$ cat config.mk
export PLATFORM = sky130hd
export DESIGN_NAME = broker_uri_host_port_parser_flat
export DESIGN_NICKNAME = d
export VERILOG_FILES = /design/src/rtl/burp_pkg.sv /design/src/rtl/burp_if.sv /design/src/rtl/burp_scan.sv /design/src/rtl/broker_uri_host_port_parser.sv /design/src/flat_wrapper.sv
export SDC_FILE = /design/constraint.sdc
export NUM_CORES = 1
export LEC_CHECK = 0
export ABC_AREA = 1
export BUFFER_PORTS_ARGS = -buffer_cell sky130_fd_sc_hd__buf_2
export CORE_MARGIN = 3
export CORE_UTILIZATION = 45
export DETAILED_ROUTE_END_ITERATION = 12
export SYNTH_ARGS = -nofsm -noshare
export SYNTH_HDL_FRONTEND = slang
export SYNTH_SLANG_ARGS = --single-unit
$ cat constraint.sdc
create_clock -name clk -period 5 [get_ports clk]
set_input_delay 1 -clock clk [delete_from_list [all_inputs] [get_ports clk]]
set_output_delay 1 -clock clk [all_outputs]
set_load 0.005 [all_outputs]
$ cat src/rtl/burp_pkg.sv
// Shared constants, result type and scheme table for the broker URI parser.
package burp_pkg;

  localparam int BURP_MAX_URI_LENGTH = 1024;
  localparam int BURP_OFS_W          = 11;
  localparam int BURP_PORT_W         = 16;
  localparam int BURP_ERR_W          = 4;
  localparam int BURP_ACC_W          = 17;

  localparam logic [BURP_ERR_W-1:0] ERR_OK        = 4'd0;
  localparam logic [BURP_ERR_W-1:0] ERR_SCHEME    = 4'd1;
  localparam logic [BURP_ERR_W-1:0] ERR_AUTHORITY = 4'd2;
  localparam logic [BURP_ERR_W-1:0] ERR_IPV6      = 4'd3;
  localparam logic [BURP_ERR_W-1:0] ERR_HOST_PORT = 4'd4;
  localparam logic [BURP_ERR_W-1:0] ERR_BRACKETS  = 4'd5;
  localparam logic [BURP_ERR_W-1:0] ERR_EMPTY     = 4'd6;
  localparam logic [BURP_ERR_W-1:0] ERR_NUMERIC   = 4'd7;
  localparam logic [BURP_ERR_W-1:0] ERR_RANGE     = 4'd8;

  localparam logic [BURP_PORT_W-1:0] PORT_PLAIN  = 16'd1883;
  localparam logic [BURP_PORT_W-1:0] PORT_SECURE = 16'd8883;
  localparam logic [19:0]            PORT_LIMIT  = 20'd65535;

  localparam logic [3:0] SCHEME_LEN_PLAIN  = 4'd7;
  localparam logic [3:0] SCHEME_LEN_SECURE = 4'd8;
  localparam logic [3:0] SCHEME_S_PHASE    = 4'd4;

  typedef struct packed {
    logic [BURP_ERR_W-1:0]  error_code;
    logic                   secure;
    logic [BURP_PORT_W-1:0] port_number;
    logic [BURP_OFS_W-1:0]  host_start;
    logic [BURP_OFS_W-1:0]  host_length;
    logic                   too_long;
  } burp_result_t;

  function automatic logic [7:0] scheme_char(input logic secure, input logic [3:0] phase);
    logic [7:0] ch;
    ch = "m";
    if (secure) begin
      unique case (phase[2:0])
        3'd0: ch = "m";
        3'd1: ch = "q";
        3'd2: ch = "t";
        3'd3: ch = "t";
        3'd4: ch = "s";
        3'd5: ch = ":";
        3'd6: ch = "/";
        3'd7: ch = "/";
      endcase
    end else begin
      unique case (phase)
        4'd0: ch = "m";
        4'd1: ch = "q";
        4'd2: ch = "t";
        4'd3: ch = "t";
        4'd4: ch = ":";
        4'd5: ch = "/";
        4'd6: ch = "/";
        default: ch = "m";
      endcase
    end
    return ch;
  endfunction

  function automatic logic is_forbidden(input logic [7:0] c);
    return (c == "/") || (c == "?") || (c == "#") || (c == "@");
  endfunction

endpackage

$ cat src/rtl/burp_if.sv
// Valid/ready channel interfaces for URI bytes and parse results.
interface burp_in_if;
  logic       valid;
  logic       ready;
  logic [7:0] uri_char;
  logic       last_char;

  modport source (output valid, output uri_char, output last_char, input ready);
  modport sink   (input valid, input uri_char, input last_char, output ready);
endinterface

interface burp_out_if;
  logic        valid;
  logic        ready;
  logic [3:0]  error_code;
  logic        secure;
  logic [15:0] port_number;
  logic [10:0] host_start;
  logic [10:0] host_length;
  logic        too_long;

  modport source (output valid, output error_code, output secure, output port_number,
                  output host_start, output host_length, output too_long, input ready);
  modport sink   (input valid, input error_code, input secure, input port_number,
                  input host_start, input host_length, input too_long, output ready);
endinterface

$ cat src/rtl/burp_scan.sv
// Per-byte URI scanner state and end-of-URI verdict.
module burp_scan
  import burp_pkg::*;
#(
  parameter int MAX_URI_LENGTH = BURP_MAX_URI_LENGTH
) (
  input  logic         clk,
  input  logic         rst_n,
  input  logic         step,
  input  logic [7:0]   uri_char,
  input  logic         last_char,
  output burp_result_t result
);

  localparam int POS_W = $clog2(MAX_URI_LENGTH + 1);

  localparam logic [1:0] ACP_INSIDE = 2'd0;
  localparam logic [1:0] ACP_CLOSED = 2'd1;
  localparam logic [1:0] ACP_PORT   = 2'd2;
  localparam logic [1:0] ACP_STOP   = 2'd3;

  localparam logic [1:0] PF_NONE    = 2'd0;
  localparam logic [1:0] PF_NUMERIC = 2'd1;
  localparam logic [1:0] PF_RANGE   = 2'd2;

  logic [POS_W-1:0]      pos_r, pos_nxt;
  logic [3:0]            phase_r, phase_nxt;
  logic                  sfault_r, sfault_nxt;
  logic                  secure_r, secure_nxt;
  logic                  brk_r, brk_nxt;
  logic [1:0]            acp_r, acp_nxt;
  logic                  v6fault_r, v6fault_nxt;
  logic                  sepfault_r, sepfault_nxt;
  logic [1:0]            colons_r, colons_nxt;
  logic                  forbid_r, forbid_nxt;
  logic [POS_W-1:0]      hcount_r, hcount_nxt;
  logic [BURP_ACC_W-1:0] pacc_r, pacc_nxt;
  logic                  ppresent_r, ppresent_nxt;
  logic [1:0]            pfault_r, pfault_nxt;
  logic                  ovf_r, ovf_nxt;

  logic [3:0]  slen;
  logic [3:0]  slen_n;
  logic        sec;
  logic        port_take;
  logic        digit_ok;
  logic [19:0] acc_ext;
  logic [19:0] prod;
  logic        colon_seen;

  always_comb begin
    pos_nxt      = pos_r;
    phase_nxt    = phase_r;
    sfault_nxt   = sfault_r;
    secure_nxt   = secure_r;
    brk_nxt      = brk_r;
    acp_nxt      = acp_r;
    v6fault_nxt  = v6fault_r;
    sepfault_nxt = sepfault_r;
    colons_nxt   = colons_r;
    forbid_nxt   = forbid_r;
    hcount_nxt   = hcount_r;
    pacc_nxt     = pacc_r;
    ppresent_nxt = ppresent_r;
    pfault_nxt   = pfault_r;
    ovf_nxt      = ovf_r;
    port_take    = 1'b0;
    sec          = secure_r;
    slen         = secure_r ? SCHEME_LEN_SECURE : SCHEME_LEN_PLAIN;
    digit_ok     = (uri_char >= "0") && (uri_char <= "9");
    acc_ext      = 20'(pacc_r);
    prod         = (acc_ext << 3) + (acc_ext << 1) + 20'(uri_char - 8'("0"));

    if (pos_r >= POS_W'(MAX_URI_LENGTH)) begin
      ovf_nxt = 1'b1;
    end else begin
      pos_nxt = pos_r + 1'b1;
      if (!sfault_r) begin
        if (phase_r < slen) begin
          sec = secure_r | ((phase_r == SCHEME_S_PHASE) && (uri_char == "s"));
          secure_nxt = sec;
          if (uri_char != scheme_char(sec, phase_r)) begin
            sfault_nxt = 1'b1;
          end else begin
            phase_nxt = phase_r + 1'b1;
          end
        end else begin
          if (is_forbidden(uri_char)) begin
            forbid_nxt = 1'b1;
          end
          if ((pos_r == POS_W'(slen)) && (uri_char == "[")) begin
            brk_nxt = 1'b1;
          end else if (brk_r) begin
            unique case (acp_r)
              ACP_INSIDE: begin
                if (uri_char == "]") begin
                  if (hcount_r == '0) begin
                    v6fault_nxt = 1'b1;
                  end
                  acp_nxt = ACP_CLOSED;
                end else begin
                  hcount_nxt = hcount_r + 1'b1;
                end
              end
              ACP_CLOSED: begin
                if (uri_char == ":") begin
                  acp_nxt = ACP_PORT;
                end else begin
                  sepfault_nxt = 1'b1;
                  acp_nxt      = ACP_STOP;
                end
              end
              ACP_PORT: port_take = 1'b1;
              ACP_STOP: ;
            endcase
          end else if (uri_char == ":") begin
            if (colons_r < 2'd2) begin
              colons_nxt = colons_r + 1'b1;
            end
          end else if (colons_r == 2'd0) begin
            hcount_nxt = hcount_r + 1'b1;
          end else if (colons_r == 2'd1) begin
            port_take = 1'b1;
          end
        end
      end
    end

    if (port_take) begin
      ppresent_nxt = 1'b1;
      if (pfault_r == PF_NONE) begin
        if (!digit_ok) begin
          pfault_nxt = PF_NUMERIC;
        end else begin
          pacc_nxt = prod[BURP_ACC_W-1:0];
          if (prod > PORT_LIMIT) begin
            pfault_nxt = PF_RANGE;
          end
        end
      end
    end
  end

  always_comb begin
    slen_n     = secure_nxt ? SCHEME_LEN_SECURE : SCHEME_LEN_PLAIN;
    colon_seen = brk_nxt ? (acp_nxt == ACP_PORT) : (colons_nxt == 2'd1);
    result     = '0;
    result.too_long = ovf_nxt;
    priority if (sfault_nxt || (phase_nxt < slen_n)) begin
      result.error_code = ERR_SCHEME;
    end else if ((pos_nxt == POS_W'(slen_n)) || forbid_nxt) begin
      result.error_code = ERR_AUTHORITY;
    end else if (brk_nxt && ((acp_nxt == ACP_INSIDE) || v6fault_nxt)) begin
      result.error_code = ERR_IPV6;
    end else if (brk_nxt && sepfault_nxt) begin
      result.error_code = ERR_HOST_PORT;
    end else if (!brk_nxt && (colons_nxt >= 2'd2)) begin
      result.error_code = ERR_BRACKETS;
    end else if ((hcount_nxt == '0) || (colon_seen && !ppresent_nxt)) begin
      result.error_code = ERR_EMPTY;
    end else if (colon_seen && (pfault_nxt == PF_NUMERIC)) begin
      result.error_code = ERR_NUMERIC;
    end else if (colon_seen && ((pfault_nxt == PF_RANGE) || (pacc_nxt == '0))) begin
      result.error_code = ERR_RANGE;
    end else begin
      result.error_code  = ERR_OK;
      result.secure      = secure_nxt;
      result.port_number = colon_seen ? pacc_nxt[BURP_PORT_W-1:0]
                                      : (secure_nxt ? PORT_SECURE : PORT_PLAIN);
      result.host_start  = BURP_OFS_W'(slen_n) + BURP_OFS_W'(brk_nxt);
      result.host_length = BURP_OFS_W'(hcount_nxt);
    end
  end

  always_ff @(posedge clk) begin
    if (!rst_n || (step && last_char)) begin
      pos_r      <= '0;
      phase_r    <= '0;
      sfault_r   <= 1'b0;
      secure_r   <= 1'b0;
      brk_r      <= 1'b0;
      acp_r      <= ACP_INSIDE;
      v6fault_r  <= 1'b0;
      sepfault_r <= 1'b0;
      colons_r   <= '0;
      forbid_r   <= 1'b0;
      hcount_r   <= '0;
      pacc_r     <= '0;
      ppresent_r <= 1'b0;
      pfault_r   <= PF_NONE;
      ovf_r      <= 1'b0;
    end else if (step) begin
      pos_r      <= pos_nxt;
      phase_r    <= phase_nxt;
      sfault_r   <= sfault_nxt;
      secure_r   <= secure_nxt;
      brk_r      <= brk_nxt;
      acp_r      <= acp_nxt;
      v6fault_r  <= v6fault_nxt;
      sepfault_r <= sepfault_nxt;
      colons_r   <= colons_nxt;
      forbid_r   <= forbid_nxt;
      hcount_r   <= hcount_nxt;
      pacc_r     <= pacc_nxt;
      ppresent_r <= ppresent_nxt;
      pfault_r   <= pfault_nxt;
      ovf_r      <= ovf_nxt;
    end
  end

endmodule

$ cat src/rtl/broker_uri_host_port_parser.sv
// Broker URI parser: one byte per cycle in, one result per URI out.
// A result is registered once its last byte has passed the input register and scanner.
// Throughput: one byte per cycle; the input register stalls only when it holds a last
// byte while an earlier result waits in the output register and the sink is not ready.
// Reset: synchronous active-low rst_n clears the scanner state and both valid flags.
module broker_uri_host_port_parser
  import burp_pkg::*;
#(
  parameter int MAX_URI_LENGTH = BURP_MAX_URI_LENGTH
) (
  input  logic              clk,
  input  logic              rst_n,
  burp_in_if.sink           in_ch,
  burp_out_if.source        out_ch
);

  logic         s1_valid_r;
  logic [7:0]   char_r;
  logic         last_r;
  logic         out_valid_r;
  burp_result_t res_r;
  burp_result_t res;
  logic         adv;

  assign adv         = s1_valid_r && !(last_r && out_valid_r && !out_ch.ready);
  assign in_ch.ready = !s1_valid_r || adv;

  burp_scan #(
    .MAX_URI_LENGTH(MAX_URI_LENGTH)
  ) u_scan (
    .clk       (clk),
    .rst_n     (rst_n),
    .step      (adv),
    .uri_char  (char_r),
    .last_char (last_r),
    .result    (res)
  );

  always_ff @(posedge clk) begin
    if (!rst_n) begin
      s1_valid_r <= 1'b0;
    end else if (in_ch.valid && in_ch.ready) begin
      s1_valid_r <= 1'b1;
    end else if (adv) begin
      s1_valid_r <= 1'b0;
    end
  end

  always_ff @(posedge clk) begin
    if (in_ch.valid && in_ch.ready) begin
      char_r <= in_ch.uri_char;
      last_r <= in_ch.last_char;
    end
  end

  always_ff @(posedge clk) begin
    if (!rst_n) begin
      out_valid_r <= 1'b0;
    end else if (adv && last_r) begin
      out_valid_r <= 1'b1;
    end else if (out_ch.ready) begin
      out_valid_r <= 1'b0;
    end
  end

  always_ff @(posedge clk) begin
    if (adv && last_r) begin
      res_r <= res;
    end
  end

  assign out_ch.valid       = out_valid_r;
  assign out_ch.error_code  = res_r.error_code;
  assign out_ch.secure      = res_r.secure;
  assign out_ch.port_number = res_r.port_number;
  assign out_ch.host_start  = res_r.host_start;
  assign out_ch.host_length = res_r.host_length;
  assign out_ch.too_long    = res_r.too_long;

endmodule
$ cat src/flat_wrapper.sv
// flat-port wrapper written by rule: the top's interface ports become plain ports
module broker_uri_host_port_parser_flat import burp_pkg::*;
#(
  parameter int MAX_URI_LENGTH = BURP_MAX_URI_LENGTH
)
  (clk, rst_n, in_ch_valid, in_ch_uri_char, in_ch_last_char, in_ch_ready, out_ch_valid, out_ch_error_code, out_ch_secure, out_ch_port_number, out_ch_host_start, out_ch_host_length, out_ch_too_long, out_ch_ready);
  burp_in_if in_ch_i ();
  burp_out_if out_ch_i ();
  input  logic clk;
  input  logic rst_n;
  input wire logic [$bits(in_ch_i.valid)-1:0] in_ch_valid;
  input wire logic [$bits(in_ch_i.uri_char)-1:0] in_ch_uri_char;
  input wire logic [$bits(in_ch_i.last_char)-1:0] in_ch_last_char;
  output wire logic [$bits(in_ch_i.ready)-1:0] in_ch_ready;
  output wire logic [$bits(out_ch_i.valid)-1:0] out_ch_valid;
  output wire logic [$bits(out_ch_i.error_code)-1:0] out_ch_error_code;
  output wire logic [$bits(out_ch_i.secure)-1:0] out_ch_secure;
  output wire logic [$bits(out_ch_i.port_number)-1:0] out_ch_port_number;
  output wire logic [$bits(out_ch_i.host_start)-1:0] out_ch_host_start;
  output wire logic [$bits(out_ch_i.host_length)-1:0] out_ch_host_length;
  output wire logic [$bits(out_ch_i.too_long)-1:0] out_ch_too_long;
  input wire logic [$bits(out_ch_i.ready)-1:0] out_ch_ready;
  assign in_ch_i.valid = in_ch_valid;
  assign in_ch_i.uri_char = in_ch_uri_char;
  assign in_ch_i.last_char = in_ch_last_char;
  assign in_ch_ready = in_ch_i.ready;
  assign out_ch_valid = out_ch_i.valid;
  assign out_ch_error_code = out_ch_i.error_code;
  assign out_ch_secure = out_ch_i.secure;
  assign out_ch_port_number = out_ch_i.port_number;
  assign out_ch_host_start = out_ch_i.host_start;
  assign out_ch_host_length = out_ch_i.host_length;
  assign out_ch_too_long = out_ch_i.too_long;
  assign out_ch_i.ready = out_ch_ready;
  broker_uri_host_port_parser #(.MAX_URI_LENGTH(MAX_URI_LENGTH)) u_core (.clk(clk), .rst_n(rst_n), .in_ch(in_ch_i), .out_ch(out_ch_i));
endmodule
* Word-level counts from Yosys, hierarchy flattened
Memory sizes are Yosys's and may differ from the RTL's. A register that Yosys moved wholly into a read port is not among the register bits.
Index checks and enable logic that the tools add are counted.
** Cells by class
- Shift operators :: 0
- Eq/ne operators :: 24
- Magnitude comparators :: 8
- Reduce and logical (&&, ||, !) cells :: 44
- Add/sub/neg operators :: 8
- Mux-type cells :: 100
- Multiply operators :: 0
- Divide/modulo/power cells :: 0
- Bitwise gates (word level) :: 1
** Operators with widths (number)
- $mux 11 :: 10
- $mux 17 :: 3
- $mux 1 :: 47
- $mux 2 :: 19
- $eq 8x6->1 const B :: 4
- $eq 8x7->1 const B :: 4
- $mux 8 :: 4
- $mux 4 :: 7
- $pmux 7 s4 :: 1
- $add 11x1->11 const B :: 2
- $eq 11x4->1 :: 2
- $logic_not 11->1 :: 2
- $add 20x18->20 :: 1
- $add 20x20->20 :: 1
- $gt 20x16->1 const B :: 1
- $mux 3 :: 6
- $logic_not 17->1 :: 1
- $mux 16 :: 1
- $logic_and 1x1->1 :: 14
- $mux 14 :: 1
- $eq 4x3->1 const B :: 3
- $ge 11x11->1 const B :: 1
- $logic_or 1x1->1 :: 10
- $sub 8x6->9 const B :: 1
- 22 further kinds :: 39
** Word-level totals
- Latch bits :: 0
- Register bits after elaboration :: 112
- Memories kept :: 1
- Output and inout bits :: 46
- Bits in writable memories :: 0
- Logic and storage cells :: 213
- Memory bits (read-only) :: 48
- Input bits :: 13
** Memory list
- (name not given) :: words 8, width 6, read ports 1, clocked after Yosys merged registers in 1, write ports 0, line burp_pkg.sv:41 : unique case (phase[2:0])

* Depth between registers and ports, before layout
Gate-level depths: netlist (run 1).
- Depth after elaboration :: 20
- Depth in mapped cells :: 26
- Gate-level depth less buffers :: 26

* Modules after synthesis
Synthesis (run 1) repeated with hierarchy kept, for this count alone.
** Second synthesis, totals
- Cell total of the unflattened synthesis :: 1124
- Area total of the unflattened synthesis :: 8196.6 um2
** Modules (own cells, without submodules)
- burp_scan :: seq. area each 1261.2 um2, area each 6486.2 um2, cells each 1053, instances 1
- broker_uri_host_port_parser :: seq. area each 1631.6 um2, area each 1710.4 um2, cells each 71, instances 1

* Least setup slack after synthesis (run 1)
Ideal clock, no wire load.
- Path type :: reg-to-reg
- From :: register u_core.char_r[4]
- To :: register u_core.res_r (netlist bit u_core.out_ch.secure), data pin
- Path slack :: 0.825 ns
- Stages on the path, launching flop included :: 22
- Clock period less this slack :: 4.175 ns
- Data required time :: 4.732 ns
- Setup time :: 0.268 ns
- Path buffers :: 1
- Data arrival time :: 3.907 ns
- Cell sequence :: edfxtp_1 > ha_1 > nor2_1 > fa_1 > ha_1 > a21oi_1 > nand2_1 > a21oi_1 > nand2_1 > nand2_1 > nand2_1 > nor2_1 > nand3_1 > nand2_1 > nand2_1 > nor2_1 > nand2_4 > nand3_4 > nor2_4 > nand4_4 > buf_6 > nor3_2
** Between the ends
- Longest elaborated chain between the ends :: 15
- Elaborated cells on any way between the ends :: 120
- Those cells by class :: add/sub (2); order compare (5); eq/ne (14); mux (75); bitwise (1); reduce/logical (23)
** Ends and longest elaborated chain
- from (decl) :: line broker_uri_host_port_parser.sv:18 : logic [7:0] char_r;
- from (signal assigned) :: line broker_uri_host_port_parser.sv:51 : char_r <= in_ch.uri_char;
- parallel branches: the longest is 15 deep, another holds $add 20x20->20
- to (signal assigned) :: line broker_uri_host_port_parser.sv:68 : res_r <= res;
- to (decl) :: line broker_uri_host_port_parser.sv:21 : burp_result_t res_r;
Parallel ways; which one is timed is not known. The select of a mux whose other input is x is not followed.
A chain may end at the register's enable or synchronous reset.

* Worst setup path in the final report (run 1)
- From :: register u_core.char_r[4]
- To :: register u_core.res_r (netlist bit u_core.out_ch.port_number[0]), data pin
Same word-level chain as after synthesis.

==> flow_summary_export.csv, run 1 <==
group,metric,value,unit
outcome,status,"complete, no violations",
worst_setup_path,critPathLaunchType,"flip-flop",
timing,post-route-min-period,4.411,ns
worst_setup_path,crit_type,"reg -> reg",
pwr,p_switching,0.6994,mW
floorplanning,ioPinCount,59,
timing,hold_violations,0,
floorplanning,core,17420,µm²
pwr,p_total,2.237,mW
global_routing,grt_antenna_before_repair,0,
clocking,clkTransAtPathRegs,0.08,ns
yosys,yosys_warnings,0,
clocking,cts_tree,"done",
clocking,cts_root_buf,"clkbuf_16",
worst_hold_path,hp-class,"reg -> reg",
clocking,cts_hold_buf,0,
yosys,yosysUniqueCellTypes,56,
finish,finalInstanceArea,8773,µm²
yosys,synth_area,8053,µm²
timing,setup-tns-final,0,ns
worst_setup_path,path_max_fanout,27,
finish,mostFrequentLayoutCell,"nand2_1",
finish,n_antenna_cell,0,
floorplanning,start_util,0.4624,
detailed_routing,wirelength,18530,µm
worst_setup_path,end_kind,"flip-flop",
floorplanning,die-area,19540,µm²
timing,maxSlewViolCount,0,
pwr,ir_drop,0.0001817,V
worst_setup_path,cp.required,5.18,ns
clocking,clkSinkCount,110,
clocking,insertion_delay,0.36,ns
worst_setup_path,arrival,4.59,ns
timing,fin_skew,0.008063,ns
clocking,cts_setup_buffers,0,
flow_run,max_cap_violations,0,
worst_setup_path,ff2ff_setup_slack,0.59,ns
yosys,postSynthAreaPerCell,7.422,µm²
timing,fin_crit_sh,0.8821,
pwr,power.density,255.0,nW/µm²
yosys,synth-async-reset-ratio,0,
timing,setup_viol,0,
yosys,synth_top_area_cell,"edfxtp_1",
global_routing,track_usage,0.1935,
detailed_routing,drt_first_pass_iters,5,
detailed_routing,wl_per_cell,13.65,µm
yosys,synth_ff_type,"dfxtp_1",
detailed_routing,avgViaCountPerCell,4.977,
placement,dp_slack,0.6354,ns
timing,max_freq,226.7,MHz
pwr,p_leak,4.271,nW
floorplanning,rows,48,
timing,rsz0062_at_grt,"false",
pwr,seq_power_share,0.454,
detailed_routing,drc,0,
finish,nNetsFinal,1200,
yosys,syn_inst,1085,
finish,fill_cells,1754,
global_routing,grt_start_max_net_pins,60,
pwr,p_sw_frac,0.3126,
timing,worst_slew_pin_slew,0.9283,ns
detailed_routing,drt_iter0_drc,329,
placement,dp_hpwl,14200,µm
finish,area_delta_synth_final,8.950,%
global_routing,grt_pass1_vias,6403,
clocking,cts_made_buffers,9,
yosys,synth_seq_cells,110,
yosys,synth_top_cell_area_share,0.1678,
clocking,postCtsResizedCells,0,
pwr,p_int,1.538,mW
finish,drive_gt1_frac,0.1509,
floorplanning,fp.dieW,139.8,µm
clocking,h-tree-depth,3,
pwr,p_clk_frac,0.335,
detailed_routing,num_vias,6759,
detailed_routing,ant_nets,0,
placement,gp_congestion,0.8655,
floorplanning,die_h,139.8,µm
placement,place_area,8467,µm²
worst_hold_path,whs_path_depth,2,
timing,slew_headroom,0.3805,
global_routing,grt_pass1_wl,31330,µm
timing,finalWorstSetupSlack,0.5894,ns
finish,regArea,2653,µm²
yosys,synth-edff-count,45,
placement,portBuffers,51,
yosys,synth-seq-area-share,0.3294,
pwr,pwr-share-comb,0.211,
finish,multi_input_comb_area,4539,µm²
yosys,synth.area.top_cells,"edfxtp_1, dfxtp_1, nand2_1",
finish,final_cell_mix,"nand2_1, inv_1, nor2_1, nand3_1, dfxtp_1",
clocking,clock_path_buffers,2,
worst_setup_path,r2r_cells,20,
global_routing,gr-total-overflow,0,
[power by group through the flow]
stage          Combinational, mW  Sequential (mW)  Clock (mW)
5_1_grt                    0.541             1.02       0.814
6_report                   0.473             1.01       0.750
3_3_place_gp               0.471             1.04           0
4_1_cts                    0.475             1.02       0.771
3_5_place_dp               0.473             1.04           0
2_1_floorplan              0.370             1.03           0
[critical path, stage by stage (launching register included)]
cell and delay (ns):
edfxtp_1 0.45, ha_1 0.33, nor2_1 0.15, buf_4 0.25
fa_1 0.46, ha_1 0.36, a21oi_1 0.30, o21ai_0 0.15
a21oi_1 0.18, nand3_1 0.10, nand2_1 0.07, nor2_1 0.04
nand3_1 0.06, nand2_1 0.10, nand2_1 0.11, nor2_1 0.07
nand2_4 0.09, nand3_4 0.07, nor2_4 0.12, nand4_4 0.46
nor3_1 0.32
[path summary, 6_finish.rpt]
| kind | start | endpoint |
|---|---|---|
| max reg2reg | u_core.char_r[4]$_DFFE_PP_ | u_core.out_ch.port_number[0]$_SDFFCE_PP0P_ |
| min | u_core.u_scan.forbid_r$_SDFFE_PP0P_ | u_core.u_scan.forbid_r$_SDFFE_PP0P_ |
| max | u_core.char_r[4]$_DFFE_PP_ | u_core.out_ch.port_number[0]$_SDFFCE_PP0P_ |
| min reg2reg | u_core.u_scan.forbid_r$_SDFFE_PP0P_ | u_core.u_scan.forbid_r$_SDFFE_PP0P_ |
[cells in the mapped netlist (all sizes together) (2+ instances only)]
cell type  number
nor3           36
nor2          116
o211ai          7
xnor2           8
a31oi           3
or2             3
a21oi          55
o31ai           2
clkinv          4
xor2           17
buf            18
inv           171
o21ai          77
nand4          22
a211oi          2
ha             43
edfxtp         45
nand2         269
nand3          80
clkbuf         15
dfxtp          65
fa             16
[final cells by class]
| class | instances | share of cell area |
|---|---|---|
| repair buffers | 59 | 0.03594 |
| clock inverters | 6 | 0.008842 |
| multi-input cells | 773 | 0.5174 |
| clock buffers | 10 | 0.02610 |
| well taps | 225 | 0.03209 |
| flip-flops and latches | 110 | 0.3023 |
| inverters | 175 | 0.07730 |
[state kept, by name, indices dropped and copies added, names as in the netlist, 2 cells and up, named ones only]
signal	flops
u_core.out_ch.host_start	3
u_core.u_scan.acp_r	2
u_core.u_scan.hcount_r	11
u_core.u_scan.colons_r	2
u_core.out_ch.host_length	11
u_core.out_ch.error_code	4
u_core.u_scan.phase_r	4
u_core.u_scan.pos_r	11
u_core.char_r	8
u_core.out_ch.port_number	16
u_core.u_scan.pfault_r	2
u_core.u_scan.pacc_r	17
[through the flow]
step,util,cells,hold WS (ns)
2_1_floorplan,-,1091,0.4304
3_3_place_gp,0.4861,1342,0.4370
3_5_place_dp,0.4861,1342,0.4419
4_1_cts,0.5037,1358,0.4532
5_1_grt,0.5037,1358,0.4802
6_report,0.5037,1358,0.4524
[per-layer routing]
| layer | up-vias | share of wire | GRT usage |
|---|---|---|---|
| li1 | 3575 | - | - |
| met1 | 3038 | 0.50 | 0.2716 |
| met2 | 130 | 0.45 | 0.3107 |
| met3 | 16 | 0.037 | 0.03333 |
| met4 | 0 | 0.014 | 0.05048 |
| met5 | - | 0 | 0 |
[cells by family (layout without fill, tap and decap cells)]
logic type      Yosys count  count (layout)  synth area share
simple gates            530             530            0.3209
buf+inv                 208             250            0.1111
compound gates          152             152            0.1044
flops                   110             110            0.3294
fa+ha+maj                59              59            0.1066
xor+xnor                 25              25           0.02719
other cells               1               7         0.0004657
Power figures use the tool's default switching activity.
==> run 2: changes to the inputs <==
--- a/config.mk
+++ b/config.mk
@@ -8,8 +8,10 @@
 export ABC_AREA = 1
 export BUFFER_PORTS_ARGS = -buffer_cell sky130_fd_sc_hd__buf_2
 export CORE_MARGIN = 3
-export CORE_UTILIZATION = 45
+export CORE_UTILIZATION = 50
 export DETAILED_ROUTE_END_ITERATION = 12
+export MAX_ROUTING_LAYER = met4
+export PLACE_DENSITY = 0.68
 export SYNTH_ARGS = -nofsm -noshare
 export SYNTH_HDL_FRONTEND = slang
 export SYNTH_SLANG_ARGS = --single-unit
==> flow_summary_export.csv, run 2 (synthesis gave the netlist of run 1 again) <==
group,metric,value,unit
global_routing,grt_start_max_net_pins,60,
detailed_routing,avgViaCountPerCell,5.080,
detailed_routing,num_vias,6818,
placement,gp_congestion,0.9098,
finish,largest_reg_flops,17,
pwr,power.density,253.8,nW/µm²
finish,mostFrequentLayoutCell,"nand2_1",
worst_setup_path,critPathLaunchType,"flip-flop",
global_routing,grt_pass1_wl,30360,µm
flow_run,max_cap_violations,0,
finish,drive_gt1_frac,0.1503,
finish,largest-register,"u_core.u_scan.pacc_r",
pwr,ir_drop,0.0001870,V
worst_hold_path,whs_path_depth,2,
finish,fin_cells,1342,
timing,hold_slack,0.4550,ns
placement,portBuffers,51,
floorplanning,die_h,132.9,µm
worst_setup_path,ff2ff_setup_slack,0.56,ns
detailed_routing,wirelength,17950,µm
worst_setup_path,arrival,4.61,ns
finish,nNetsFinal,1198,
clocking,cts_root_buf,"clkbuf_16",
clocking,clkSinkCount,110,
clocking,insertion_delay,0.37,ns
global_routing,grt_pass1_vias,6198,
clocking,clock_path_buffers,2,
timing,rsz0062_at_grt,"false",
pwr,p_total,2.216,mW
finish,area_delta_synth_final,8.406,%
worst_setup_path,r2r_cells,20,
worst_hold_path,hold_path.startpoint,"u_core.u_scan.forbid_r$_SDFFE_PP0P_",
finish,n_antenna_cell,0,
clocking,cts_hold_buf,0,
worst_hold_path,whs_endpoint,"u_core.u_scan.forbid_r$_SDFFE_PP0P_",
detailed_routing,drt_iter0_drc,489,
detailed_routing,drt_first_pass_iters,5,
worst_setup_path,r2r-end,"u_core.out_ch.port_number[1]$_SDFFCE_PP0P_",
worst_hold_path,hp-class,"reg -> reg",
clocking,cts_setup_buffers,0,
timing,setup_viol,0,
detailed_routing,wl_per_cell,13.38,µm
global_routing,track_usage,0.2149,
timing,fin_crit_sh,0.8873,
worst_setup_path,end_kind,"flip-flop",
finish,fill_cells,1484,
floorplanning,start_util,0.5201,
placement,dp_hpwl,13710,µm
outcome,status,"complete, no violations",
detailed_routing,ant_nets,0,
worst_setup_path,path_max_fanout,27,
clocking,clkTransAtPathRegs,0.08,ns
finish,final_cell_mix,"nand2_1, inv_1, nor2_1, nand3_1, dfxtp_1",
timing,post-route-min-period,4.436,ns
finish,finalInstanceArea,8730,µm²
pwr,p_leak,4.259,nW
floorplanning,fp.dieW,132.9,µm
global_routing,grt_antenna_before_repair,0,
timing,slew_headroom,0.6074,
timing,setup-tns-final,0,ns
timing,fin_skew,0.01141,ns
timing,max_freq,225.4,MHz
clocking,cts_made_buffers,9,
clocking,h-tree-depth,3,
worst_setup_path,cp.required,5.17,ns
detailed_routing,drc,0,
clocking,cts_tree,"done",
worst_setup_path,crit_type,"reg -> reg",
floorplanning,die-area,17660,µm²
worst_setup_path,cp_cell_sequence,"ha_1 -> nor2_1 -> buf_4 -> fa_1 -> ha_1 -> a21oi_1 -> o21ai_0 -> a21oi_1 -> nand3_1 -> nand2_1 -> nor2_1 -> nand3_1 -> nand2_1 -> nand2_1 -> nor2_1 -> nand2_4 -> nand3_4 -> nor2_4 -> nand4_4 -> nor3_1",
worst_setup_path,timing.rr.start,"u_core.char_r[4]$_DFFE_PP_",
placement,placed_cells,1326,
timing,hold_violations,0,
worst_setup_path,critical_path.slowest_cell,"edfxtp_1",
clocking,postCtsResizedCells,0,
global_routing,gr-total-overflow,0,
floorplanning,ioPinCount,59,
timing,maxSlewViolCount,0,
floorplanning,rows,45,
timing,worst_slew_pin_slew,0.5890,ns
placement,place_area,8434,µm²
worst_setup_path,max_stage_delay,0.46,ns
floorplanning,core,15480,µm²
run 2: changes by cell type in the layout (fill, tap and decap cells not counted):
cell       delta
buf_4         -2
inv_8         +2
clkbuf_1      -1
bufinv_16     -1
run 2: final cells by class:
class,count,area (µm²),share of cell area
multi-input cells,773,4539,0.5200
flip-flops and latches,110,2653,0.3039
inverters,175,678.2,0.07768
repair buffers,57,300.3,0.03440
well taps,211,264.0,0.03024
clock buffers,9,225.2,0.02580
clock inverters,7,70.07,0.008026
run 2: how the worst max path moves through the flow:
| stage | startpoint | to |
|---|---|---|
| 2_1_floorplan | u_core.char_r[4]$_DFFE_PP_ | u_core.out_ch.secure$_SDFFCE_PP0P_ |
| 3_3_place_gp | u_core.char_r[4]$_DFFE_PP_ | u_core.out_ch.port_number[3]$_SDFFCE_PP0P_ |
| 3_5_place_dp | u_core.char_r[4]$_DFFE_PP_ | u_core.out_ch.port_number[1]$_SDFFCE_PP0P_ |
| 4_1_cts | u_core.char_r[4]$_DFFE_PP_ | u_core.out_ch.port_number[1]$_SDFFCE_PP0P_ |
| 5_1_grt | u_core.char_r[4]$_DFFE_PP_ | u_core.out_ch.port_number[6]$_SDFFCE_PP0P_ |
| 6_report | u_core.char_r[4]$_DFFE_PP_ | u_core.out_ch.port_number[1]$_SDFFCE_PP0P_ |
run 2: critical path: cells and delay by family, from the launching register on:
kind                     cells  cell delay [ns]
buffers and inverters        1             0.25
AND/OR/NAND/NOR             13             1.78
flip-flops                   1             0.46
adder cells (fa/ha/maj)      3             1.14
AO/OA/AOI/OAI                3             0.61
run 2: metal layers:
metal | global-route usage | vias up | routed length (µm)
met2 | 0.3299 | 153 | 8010
met5 | - | - | 0
met4 | 0.05716 | 0 | 282
met1 | 0.2934 | 3072 | 8761
met3 | 0.03878 | 20 | 897
li1 | - | 3573 | -
run 2: stage by stage:
| stage | util | setup WS [ns] |
|---|---|---|
| global placement | 0.5447 | 0.7489 |
| finish | 0.5638 | 0.5636 |
| global route | 0.5638 | 0.1052 |
| CTS | 0.5638 | 0.5636 |
| detailed placement | 0.5447 | 0.5923 |
| floorplan | - | 0.8245 |
run 2: where the power goes:
| group | internal (mW) | switching (mW) |
|---|---|---|
| Combinational | 0.165 | 0.305 |
| Sequential | 0.973 | 0.0419 |
| Clock | 0.356 | 0.376 |
| Total | 1.49 | 0.723 |
